File: config.mk
export PLATFORM = sky130hd
export DESIGN_NAME = parbt_cfg
export DESIGN_NICKNAME = d
export VERILOG_FILES = /design/src/hw/rtl/parbt_pkg.sv /design/src/hw/rtl/parbt_cfg.sv
export SDC_FILE = /design/constraint.sdc
export NUM_CORES = 1
export LEC_CHECK = 0
export BUFFER_PORTS_ARGS = -buffer_cell sky130_fd_sc_hd__buf_4
export CORE_UTILIZATION = 48
export CTS_BUF_LIST = sky130_fd_sc_hd__clkbuf_16
export DETAILED_ROUTE_END_ITERATION = 6
export PLACE_DENSITY = 0.79
export SYNTH_ARGS = -nofsm -noshare
export SYNTH_HDL_FRONTEND = slang
export SYNTH_SLANG_ARGS = --single-unit
File: constraint.sdc
create_clock -name clk -period 0.99 [get_ports clk]
set_clock_uncertainty 0.15 [all_clocks]
set_input_delay 0.1485 -clock clk [delete_from_list [all_inputs] [get_ports clk]]
set_output_delay 0.1485 -clock clk [all_outputs]
set_load 0.02 [all_outputs]
File: src/hw/rtl/parbt_pkg.sv
// ----------------------------------------------------------------------------
// parbt_pkg
// Shared constants and codes of the per-address rate ban table.
// ----------------------------------------------------------------------------
package parbt_pkg;
	localparam int TABLE_ENTRIES = 64;
	localparam int MAX_HITS      = 16;
	localparam int EW = $clog2(TABLE_ENTRIES);
	localparam int HW = $clog2(MAX_HITS);
	localparam int CW = $clog2(MAX_HITS + 1);

	typedef enum logic [2:0] {
		ST_EXEMPT  = 3'd0,
		ST_COUNTED = 3'd1,
		ST_BAN     = 3'd2,
		ST_BANNED  = 3'd3,
		ST_FULL    = 3'd4
	} status_t;

	localparam logic [2:0] REG_WINDOW = 3'd0;
	localparam logic [2:0] REG_LIMIT  = 3'd1;
	localparam logic [2:0] REG_EXEN   = 3'd2;
	localparam logic [2:0] REG_EXBASE = 3'd3;
	localparam logic [2:0] REG_EXLEN  = 3'd4;

	typedef struct packed {
		logic [31:0] window_seconds;
		logic [3:0]  hit_limit;
		logic        exempt_enable;
		logic [31:0] exempt_base;
		logic [5:0]  exempt_prefix_len;
	} cfg_t;
endpackage

File: src/hw/rtl/parbt_cfg.sv
// ----------------------------------------------------------------------------
// parbt_cfg
// Configuration register bank.
// ----------------------------------------------------------------------------
module parbt_cfg import parbt_pkg::*; (
	input  logic        clk,
	input  logic        arst_n,
	input  logic        cfg_we,
	input  logic [2:0]  cfg_index,
	input  logic [31:0] cfg_data,
	output cfg_t        cfg
);
	cfg_t cfg_q;
	always_ff @(posedge clk or negedge arst_n) begin
		if (!arst_n) begin
			cfg_q.window_seconds    <= 32'd60;
			cfg_q.hit_limit         <= 4'd5;
			cfg_q.exempt_enable     <= 1'b0;
			cfg_q.exempt_base       <= 32'd0;
			cfg_q.exempt_prefix_len <= 6'd32;
		end else if (cfg_we) begin
			case (cfg_index)
				REG_WINDOW: cfg_q.window_seconds    <= cfg_data;
				REG_LIMIT:  cfg_q.hit_limit         <= cfg_data[3:0];
				REG_EXEN:   cfg_q.exempt_enable     <= cfg_data[0];
				REG_EXBASE: cfg_q.exempt_base       <= cfg_data;
				REG_EXLEN:  cfg_q.exempt_prefix_len <= cfg_data[5:0];
				default: ;
			endcase
		end
	end
	assign cfg = cfg_q;
endmodule

==> results of run 1 <==
## through the flow
| step | utilization [%] | hold WS [ns] |
|---|---|---|
| 2_1_floorplan | - | -0.297 |
| 3_3_place_gp | 70.1 | -0.0130 |
| 3_5_place_dp | 70.1 | -0.0151 |
| 4_1_cts | 90.7 | -0.0911 |
## repair_timing
action                                  CTS
resized for setup                       140
cloned                                    5
endpoints found under the setup margin  145
hold buffers                              1
buffers inserted                         24
hold endpoints to repair                150
pin swaps                                 4
## cell usage after synthesis
library cell / n
and4bb_1: 1
buf_2: 4
buf_6: 3
dfrtp_1: 68
dfstp_2: 7
mux2_1: 2
mux2_2: 73
nand4b_1: 1
nor4b_4: 1
nor4bb_1: 2
## cell families after synthesis
group | after synthesis | synth area share (%)
multiplexers | 75 | 29.6
buffers and inverters | 7 | 1.89
flip-flops | 75 | 66.2
AND/OR/NAND/NOR | 5 | 2.28
==> qor.txt, run 1 <==
Port Buffers -> 112
Post-synth top area share -> 59.7%
RePlAce Congestion -> 0.817
Clock Sinks -> 75
Outcome -> did not finish
Place WS -> -0.537 ns
Mean Syn Cell Area -> 17.6 sq um
Mapped cell area -> 2850 sq um
# rows -> 27
Error msg -> [ERROR DPL-0033] detailed placement checks failed during check placement.
Post-DP Area -> 3930 sq um
Clock buffer depth -> 2
Die width -> 79.0 microns
Largest cells by area after synthesis -> dfrtp_1 (60%), mux2_2 (29%), dfstp_2 (6.5%), buf_6 (1.2%), nor4b_4 (0.83%)
Count of different cell masters after synthesis -> 10
I/O pins -> 113
Cells after synthesis -> 162
Post-Syn Nets -> 200
Worst EP kind -> output port
Synth warnings -> 0
Clock root cell -> clkbuf_16
Inserted Clock Buffers -> 9
H-Tree Level Count -> 3
Sequential share of the synthesized area -> 66.2%
Synth area leader -> dfrtp_1
Inst Count DP -> 351
Starting density of the core -> 50.8%
Crit. endpoint post-GRT repair -> cfg[48]
Largest net degree at the start of global routing -> 41
Stopped at -> global routing
Die height -> 79.0 microns
DP Wirelength -> 4510 microns
Number of synthesized register bits -> 75
Antenna violations before repair -> 0
==> run 2, diff against run 1 <==
CORE_UTILIZATION = 40   (was 48)
CTS_BUF_LIST = default   (was sky130_fd_sc_hd__clkbuf_16)
PLACE_DENSITY = default   (was 0.79)
PLACE_DENSITY_LB_ADDON = 0.15   (was default)
==> qor.txt, run 2 <==
Outcome -> complete, but fails checks
Failing checks -> negative hold slack, negative setup slack
Max_slew headroom -> 81.1%
Synth warnings -> 0 (unchanged)
First-pass GRT wire length -> 11500 microns
Global Route Usage Sum -> 20.9%
Count of different cell masters after synthesis -> 10 (unchanged)
Post-layout min period -> 1.31 ns
Mean Syn Cell Area -> 17.6 sq um (unchanged)
Post-DP Area -> 3960 sq um (+0.89%)
Vias per cell -> 4.66
Port Buffers -> 112 (unchanged)
Largest cells by area after synthesis -> dfrtp_1 (60%), mux2_2 (29%), dfstp_2 (6.5%), buf_6 (1.2%), nor4b_4 (0.83%)
Number of synthesized flops with an enable pin -> 0 (unchanged)
Core Footprint -> 6830 sq um
Fin. max-slew vios -> 0
Worst path cell trace -> buf_6
Max cap viols -> 0
Worst hold path class -> primary input to flop
Share of cells above drive strength 1 -> 75.1%
Slowest cell on the critical path -> dfstp_2
Clk_lat worst skew -> 0.34 ns
Top FF cell, synth -> dfrtp_1
Worst EP required -> 0.69 ns
Arrival time worst endpoint -> 1.01 ns
Post-Route WL -> 8120 microns
# rows -> 30 (+11%)
Vias in the first global route -> 2240
Maximum clock rate -> 764 MHz
PwrDens -> 2020 nW/um^2
Total power -> 0.0110 W
RePlAce Congestion -> 0.702 (-14%)
1st-iter DRT viols -> 42
Post-synth top area share -> 59.7% (unchanged)
I/O pins -> 113 (unchanged)
Die width -> 86.4 microns (+9.3%)
# nets final -> 398
Worst path top cell family by delay -> flip-flops
Setup crit start kind -> flop
R2R depth -> 2
Critical path class -> flop to output pin
Design Area, Final -> 5450 sq um
WP buf/inv -> 1
# diodes -> 0
Non-filler cells, final -> 461
Most frequent cell after synthesis -> mux2_2
Synth area leader -> dfrtp_1
First-pass iteration count of the detailed router -> 4
Place WS -> -0.547 ns (-0.0103 ns)
Clock Sinks -> 75 (unchanged)
Inst Count DP -> 374 (+6.6%)
CP Max Fanout -> 2
Worst-margin pin slew -> 0.284 ns
Most common cell after layout, fill and taps aside -> buf_6
GRT overflow -> 0
Post-Syn Nets -> 200 (unchanged)
Fin. Hold Viols -> 31
Period utilization -> 132%
Worst setup EP type -> output pin
Area grow syn2layout -> 91.4%
Post-route setup slack -> -0.320 ns
Mapped cell area -> 2850 sq um (unchanged)
Pleak -> 2.73 nW
Largest net degree at the start of global routing -> 27
Stages on worst setup path -> 1
DRC viols -> 0
CP peak stage delay -> 0.55 ns
Starting density of the core -> 41.7% (-9.1 points)
Post-synth top cells -> mux2_2 (73), dfrtp_1 (68), dfstp_2 (7)
Die area -> 7460 sq um
Die height -> 86.4 microns (+9.3%)
Inserted Clock Buffers -> 9 (unchanged)
Async SR Flop Fraction -> 100% (unchanged)
Drt wl/cell -> 17.6 microns
Number of synthesized register bits -> 75 (unchanged)
Max IR drop VDD -> 1210 uV
Clock root cell -> clkbuf_8
Antenna violations before repair -> 0
CTS tree -> done
Worst hold path stage count -> 2
Hold Slack -> -0.107 ns
Sequential share of the synthesized area -> 66.2% (unchanged)
Clock-pin slew on the worst setup and hold paths -> 0.08 ns
Clock buffer depth -> 2 (unchanged)
Setup violators final -> 146
Via count -> 2146
Cells after synthesis -> 162 (unchanged)
Commonest non-fill, non-tap cells in the layout -> buf_6 (88), mux2_4 (75), dfrtp_1 (68), buf_4 (68), dlygate4sd3_1 (20)
RSZ-0062 raised after global routing -> true
Routed Antenna Nets -> 0
H-Tree Level Count -> 3 (unchanged)
DP Wirelength -> 4320 microns (-4.3%)
Max reg flops -> 75
run 2: logic make-up after synthesis:
kind of cell           synth area share [%]
and+or+nand+nor                        2.28
muxes                                  29.6
buffers and inverters                  1.89
DFF                                    66.2
run 2: final cells by class:
class,count,area [sq um]
clock buffer,11,151
sequential,75,1890
timing repair buffer,194,2030
multi-input combinational,80,1220
tap,96,120
clock inverter,5,36.3
fill,381,1380
run 2: final timing paths:
| check | startpoint | end | slack (ns) |
|---|---|---|---|
| worst max-delay path | cfg[5] | cfg[5] | -0.32 |
| worst min-delay path | cfg_data[25] | cfg[68] | -0.11 |
| worst max register to register | cfg[70] | cfg[70] | -0.10 |
| worst min register to register | cfg[29] | cfg[29] | 0.39 |
| max in group asynchronous | arst_n | cfg[7] | 0.17 |
| min in group asynchronous | arst_n | cfg[34] | 0.08 |
run 2: timing repair:
action | in CTS | in global routing
gates cloned | 5 | 1
hold buffers | 19 | 3
pin swaps | 4 | 3
hold endpoints to repair | 150 | 37
buffers inserted | 15 | 35
endpoints found under the setup margin | 146 | 148
gates resized for setup | 145 | 32
run 2: per-layer routing:
metal,global-route usage [%],vias to the layer above,routed length (microns)
met4,8.18,0,105
met3,5.33,12,390
met2,34.8,70,4190
li1,-,976,-
met1,26.1,1088,3440
met5,0,-,0
run 2: per-stage QoR:
stage | util [%] | TNS (ns) | hold slack, ns
after detailed placement | 58.0 | -35.73 | -0.0960
after CTS | 75.3 | -22.35 | -0.116
final | 79.8 | -22.62 | -0.107
after global routing | 79.8 | -25.69 | -0.113
after floorplan | - | -18.56 | -0.297
after global placement | 58.0 | -34.50 | -0.0985
run 2: worst reg2reg max path: stages, from the launching register on:
cell,delay [ns]
dfrtp_1,0.42
buf_4,0.15
mux2_4,0.26
run 2: report_power, final:
part / switching, W / internal (W) / total [W]
Sequential: 0.000544 / 0.00379 / 0.00433
Clock: 0.00112 / 0.00105 / 0.00218
Combinational: 0.00170 / 0.00280 / 0.00450
Power figures use the tool's default switching activity.
==> run 3, diff against run 2 <==
ABC_AREA = 1   (was default)
==> qor.txt, run 3 <==
Outcome -> complete, but fails checks
Failing checks -> negative hold slack, negative setup slack
Clock root cell -> clkbuf_8
Worst setup EP type -> output pin
GRT overflow -> 0 (unchanged)
Vias in the first global route -> 2861 (+28%)
Largest cells by area after synthesis -> dfrtp_1 (57%), nand2_1 (24%), nand3_1 (7.2%), dfstp_2 (6.2%), buf_4 (1.8%)
Arrival time worst endpoint -> 1.02 ns (about the same)
First-pass GRT wire length -> 13500 microns (+17%)
H-Tree Level Count -> 3 (unchanged)
Post-synth top area share -> 57.3% (-2.4 points)
Setup crit start kind -> flop
Starting density of the core -> 41.2% (-0.53 points)
Critical path class -> flop to output pin
Top FF cell, synth -> dfrtp_1
Port Buffers -> 112 (unchanged)
Period utilization -> 134% (+1.3 points)
Synth area leader -> dfrtp_1
PwrDens -> 1930 nW/um^2 (-4.3%)
Global Route Usage Sum -> 23.2% (+2.3 points)
DP Wirelength -> 5430 microns (+26%)
Max reg flops -> 75 (unchanged)
Most frequent cell after synthesis -> nand2_1
Synth warnings -> 0 (unchanged)
Antenna violations before repair -> 0 (unchanged)
Number of synthesized flops with an enable pin -> 0 (unchanged)
Register share of total power -> 41.0% (+1.6 points)
# diodes -> 0 (unchanged)
RSZ-0062 raised after global routing -> true
Mapped cell area -> 2970 sq um (+4.3%)
Mean Syn Cell Area -> 8.84 sq um (-50%)
Most common cell after layout, fill and taps aside -> nand2_1
Max_slew headroom -> 78.6% (-2.5 points)
Logic pwr share -> 34.8% (-6.1 points)
Post-Syn Nets -> 374 (+87%)
Highest routed layer -> met4
Commonest non-fill, non-tap cells in the layout -> nand2_1 (187), buf_4 (81), buf_6 (78)
Post-route setup slack -> -0.332 ns (-0.0125 ns)
P_int -> 0.00688 W (-10%)
Share of cells above drive strength 1 -> 36.9% (-38 points)
Worst hold path stage count -> 4 (+2)
Worst path top cell family by delay -> flip-flops
CTS tree -> done
Async SR Flop Fraction -> 100% (unchanged)
HP Start -> cfg_index[0]
# rows -> 31 (+3.3%)
Fin. Hold Viols -> 1 (-97%)
Clk_lat worst skew -> 0.35 ns (about the same)
Worst-margin pin slew -> 0.321 ns (+0.0370 ns)
Clock-pin slew on the worst setup and hold paths -> 0.08 ns (about the same)
Post-layout min period -> 1.32 ns (+0.0125 ns)
Clock buffer depth -> 2 (unchanged)
R2R Path End -> cfg[31]
Die height -> 88.2 microns (+2.1%)
# nets final -> 569 (+43%)
Net switching power -> 0.00319 W (-5.4%)
Cells after synthesis -> 336 (+110%)
Clock Power Share -> 24.2% (+4.5 points)
R2R depth -> 4 (+2)
Clock Sinks -> 75 (unchanged)
Vias per cell -> 4.60 (-1.1%)
First-pass iteration count of the detailed router -> 4 (unchanged)
Slowest cell on the critical path -> dfstp_2
Max IR drop VDD -> 1060 uV (-13%)
Pleak -> 2.80 nW (+2.6%)
Design Area, Final -> 5210 sq um (-4.5%)
Inserted Clock Buffers -> 9 (unchanged)
Die width -> 88.2 microns (+2.1%)
Routed Antenna Nets -> 0 (unchanged)
Sw Share -> 31.7% (+1.1 points)
Post-Route WL -> 8640 microns (+6.3%)
Drt wl/cell -> 13.6 microns (-23%)
R2R Path Start -> cfg[31]
Largest net degree at the start of global routing -> 33 (+22%)
Max cap viols -> 0 (unchanged)
Die area -> 7770 sq um (+4.2%)
Setup violators final -> 75 (-49%)
Setup_tns -> -15.26 ns (+7.37 ns)
Fin. max-slew vios -> 0 (unchanged)
1st-iter DRT viols -> 137 (+230%)
WL met2 -> 4500 microns (+7.3%)
Worst hold path class -> primary input to flop
WP buf/inv -> 1 (unchanged)
CP Max Fanout -> 2 (unchanged)
Core Footprint -> 7210 sq um (+5.6%)
Met3 Wirelength -> 464 microns (+19%)
Count of different cell masters after synthesis -> 11 (+1)
Via count -> 2923 (+36%)
DRC viols -> 0 (unchanged)
Worst EP required -> 0.69 ns (about the same)
Maximum clock rate -> 756 MHz (-0.95%)
Hold Slack -> -0.0130 ns (+0.0939 ns)
R2R setup slack -> 0 ns (+0.10 ns)
Post-Route M1 WL -> 3560 microns (+3.5%)
I/O pins -> 113 (unchanged)
Sequential share of the synthesized area -> 63.5% (-2.7 points)
Hold EP -> cfg[38]
RePlAce Congestion -> 0.729 (+3.7%)
Worst path cell trace -> buf_6
Area grow syn2layout -> 75.3%
CP peak stage delay -> 0.56 ns (about the same)
Post-synth top cells -> nand2_1 (190), dfrtp_1 (68), nand3_1 (43)
Stages on worst setup path -> 1 (unchanged)
Number of synthesized register bits -> 75 (unchanged)
Post-DP Area -> 4110 sq um (+3.6%)
[run 3: layout make-up]
cell class                      instances  area (sq um)
Inverter                                6          22.5
Clock buffer                           12           155
Timing Repair Buffer                  201          2000
Multi-Input combinational cell        238           972
Sequential cell                        75          1890
Fill cell                             558          2010
Tap cell                               99           124
Clock inverter                          4          50.0
[run 3: worst max-delay path by stage]
stage | startpoint | end
after floorplan | cfg_index[0] | cfg[50]
after global placement | cfg_index[1] | cfg[40]
after detailed placement | cfg_index[1] | cfg[40]
after CTS | cfg[48] | cfg[48]
after global routing | cfg[48] | cfg[48]
final | cfg[48] | cfg[48]
[run 3: kinds of logic after synthesis]
kind of cell	synth area share, %
and+or+nand+nor	32.3
DFF	63.5
buffers and inverters	4.21
[run 3: metal layers]
| metal | vias up | track usage (%) |
|---|---|---|
| met5 | - | 0 |
| met4 | 0 | 7.48 |
| met3 | 12 | 6.79 |
| met2 | 82 | 41.0 |
| met1 | 1397 | 26.9 |
| li1 | 1432 | - |
[run 3: power groups by stage]
| stage | Combinational [W] | Clock, W | Sequential (W) |
|---|---|---|---|
| after floorplan | 0.000544 | 0 | 0.00475 |
| after global placement | 0.00259 | 0 | 0.00405 |
| after detailed placement | 0.00264 | 0 | 0.00406 |
| after CTS | 0.00332 | 0.00249 | 0.00411 |
| after global routing | 0.00377 | 0.00261 | 0.00418 |
| final | 0.00351 | 0.00243 | 0.00412 |
[run 3: metrics by stage]
step / total power, W / setup slack [ns] / util [%] / std cells
after floorplan: 0.00529 / 0.0560 / - / 336
after global placement: 0.00664 / -0.112 / 56.9 / 551
after detailed placement: 0.00670 / -0.131 / 56.9 / 551
after CTS: 0.00991 / -0.343 / 70.3 / 620
after global routing: 0.0106 / -0.365 / 72.2 / 635
final: 0.0101 / -0.332 / 72.2 / 635
[run 3: what timing repair did]
item,CTS,global route
buffers inserted,20,15
hold buffers,33,0
endpoints found under the hold margin,148,0
gates resized for setup,75,6
setup endpoints to repair,75,76
pin swaps,0,3
==> run 4, diff against run 3 <==
PLACE_DENSITY_LB_ADDON = 0.25   (was 0.15)
==> qor.txt, run 4 (same netlist as run 3, synthesis figures left out) <==
Worst setup EP type -> output pin
RePlAce Congestion -> 0.754 (+3.4%)
H-Tree Level Count -> 3 (unchanged)
Hold EP -> cfg[38]
Pleak -> 2.81 nW (+0.48%)
GRT overflow -> 0 (unchanged)
Design Area, Final -> 5220 sq um (+0.24%)
Drt wl/cell -> 14.1 microns (+3.6%)
PwrDens -> 1880 nW/um^2 (-2.7%)
Worst EP required -> 0.69 ns (about the same)
Core Footprint -> 7210 sq um (unchanged)
DP Wirelength -> 5490 microns (+1.1%)
Place WS -> -0.141 ns (-0.00991 ns)
Most common cell after layout, fill and taps aside -> nand2_1
Fin. Hold Viols -> 0 (-1)
R2R setup slack -> -0.02 ns (-0.02 ns)
Slowest cell on the critical path -> dfstp_2
I/O pins -> 113 (unchanged)
Die area -> 7770 sq um (unchanged)
CTS tree -> done
Clock-pin slew on the worst setup and hold paths -> 0.08 ns (about the same)
Critical path class -> flop to output pin
Max IR drop VDD -> 1020 uV (-3.7%)
Commonest non-fill, non-tap cells in the layout -> nand2_1 (185), buf_4 (91), buf_6 (77)
Setup crit start kind -> flop
Arrival time worst endpoint -> 1.00 ns (-0.02 ns)
# diodes -> 0 (unchanged)
Clk_lat worst skew -> 0.34 ns (about the same)
WP buf/inv -> 1 (unchanged)
Max_slew headroom -> 84.6% (+6.0 points)
Port Buffers -> 112 (unchanged)
Clock buffer depth -> 2 (unchanged)
Fin. max-slew vios -> 0 (unchanged)
Via count -> 2996 (+2.5%)
Filler cell count in the final layout -> 548 (-1.8%)
Vias per cell -> 4.66 (+1.2%)
Post-route setup slack -> -0.311 ns (+0.0205 ns)
Outcome -> complete, but fails checks
Inserted Clock Buffers -> 9 (unchanged)
Post-DP Area -> 4090 sq um (-0.49%)
Period utilization -> 131% (-2.1 points)
Largest net degree at the start of global routing -> 36 (+9.1%)
Worst path top cell family by delay -> flip-flops
R2R Path End -> cfg[52]
Failing checks -> negative setup slack
Post-layout min period -> 1.30 ns (-0.0205 ns)
HP Start -> cfg_index[0]
First-pass iteration count of the detailed router -> 5 (+1)
Max reg flops -> 75 (unchanged)
# rows -> 31 (unchanged)
Clock Sinks -> 75 (unchanged)
Post-Route WL -> 9060 microns (+4.9%)
Max cap viols -> 0 (unchanged)
RSZ-0062 raised after global routing -> true
Routed Antenna Nets -> 0 (unchanged)
DRC viols -> 0 (unchanged)
Starting density of the core -> 41.2% (unchanged)
Antenna violations before repair -> 0 (unchanged)
CP peak stage delay -> 0.55 ns (about the same)
Maximum clock rate -> 768 MHz (+1.6%)
R2R Path Start -> cfg[52]
Share of cells above drive strength 1 -> 38.2% (+1.3 points)
Worst-margin pin slew -> 0.231 ns (-0.0900 ns)
Worst hold path stage count -> 4 (unchanged)
Die width -> 88.2 microns (unchanged)
Die height -> 88.2 microns (unchanged)
Setup violators final -> 80 (+6.7%)
R2R depth -> 4 (unchanged)
Area grow syn2layout -> 75.7%
Clock root cell -> clkbuf_8
First-pass GRT wire length -> 13800 microns (+2.3%)
CP Max Fanout -> 2 (unchanged)
1st-iter DRT viols -> 132 (-3.6%)
# nets final -> 577 (+1.4%)
Global Route Usage Sum -> 23.6% (+0.39 points)
Worst hold path class -> primary input to flop
CP Launch Point -> cfg[48]
Vias in the first global route -> 2900 (+1.4%)
Worst path cell trace -> buf_6
run 4: changes by cell type in the layout (fill, tap and decap cells not counted):
cell / before / now
buf_6: 78 / 77
bufinv_16: 1 / 0
clkinv_2: 1 / 2
clkinvlp_4: 2 / 3
buf_4: 81 / 91
nand2_1: 187 / 185
clkbuf_8: 11 / 9
buf_12: 9 / 8
nand2_2: 3 / 5
inv_6: 0 / 1
run 4: layer usage:
| metal | wire (microns) | vias to the layer above | global-route usage [%] |
|---|---|---|---|
| li1 | - | 1445 | - |
| met2 | 4950 | 81 | 42.7 |
| met1 | 3620 | 1456 | 27.0 |
| met4 | 149 | 0 | 10.1 |
| met5 | 0 | - | 0 |
| met3 | 338 | 14 | 4.62 |
run 4: power breakdown:
group / internal [W] / total [W] / leakage [nW] / switching (W)
logic: 0.00197 / 0.00364 / 1.81 / 0.00167
registers: 0.00368 / 0.00412 / 0.929 / 0.000437
clock network: 0.000910 / 0.00206 / 0.0787 / 0.00115
total: 0.00656 / 0.00982 / 2.81 / 0.00325
run 4: cell type report:
class                           instances  area [sq um]  area share (%)
Timing Repair Buffer                  209          2040            39.1
Inverter                                6          22.5           0.432
Multi-Input combinational cell        238           977            18.7
Sequential cell                        75          1890            36.1
Clock inverter                          6          41.3           0.791
Clock buffer                           10           128            2.45
Tap cell                               99           124            2.37
run 4: repair_timing:
action                     CTS  global route
resized for setup           75             7
pin swaps                    0             2
hold endpoints to repair   150             0
setup buffers               24            20
hold buffers                33             0
setup endpoints to repair   75            76
run 4: worst register-to-register path, delay by kind of cell, from the launching register on:
family / cells / cell delay (ns)
buf+inv: 2 / 0.26
flops: 1 / 0.40
simple gates: 2 / 0.11
run 4: how the worst max path moves through the flow:
| stage | endpoint | slack [ns] | depth (start not counted) |
|---|---|---|---|
| finish | cfg[48] | -0.31 | 1 |
| detailed placement | cfg[3] | -0.14 | 6 |
| global placement | cfg[1] | -0.12 | 6 |
| CTS | cfg[48] | -0.33 | 1 |
| floorplan | cfg[50] | 0.06 | 5 |
| global route | cfg[48] | -0.35 | 1 |
run 4: stage by stage:
step	hold slack [ns]	instances	power (W)	utilization [%]	setup TNS [ns]
2_1_floorplan	-0.297	336	0.00529	-	0
3_3_place_gp	-0.147	550	0.00664	56.7	-6.91
3_5_place_dp	-0.148	550	0.00670	56.7	-7.83
4_1_cts	-0.00915	623	0.00959	70.0	-15.48
5_1_grt	0.0153	643	0.0103	72.3	-17.57
6_report	0.00515	643	0.00982	72.3	-14.76
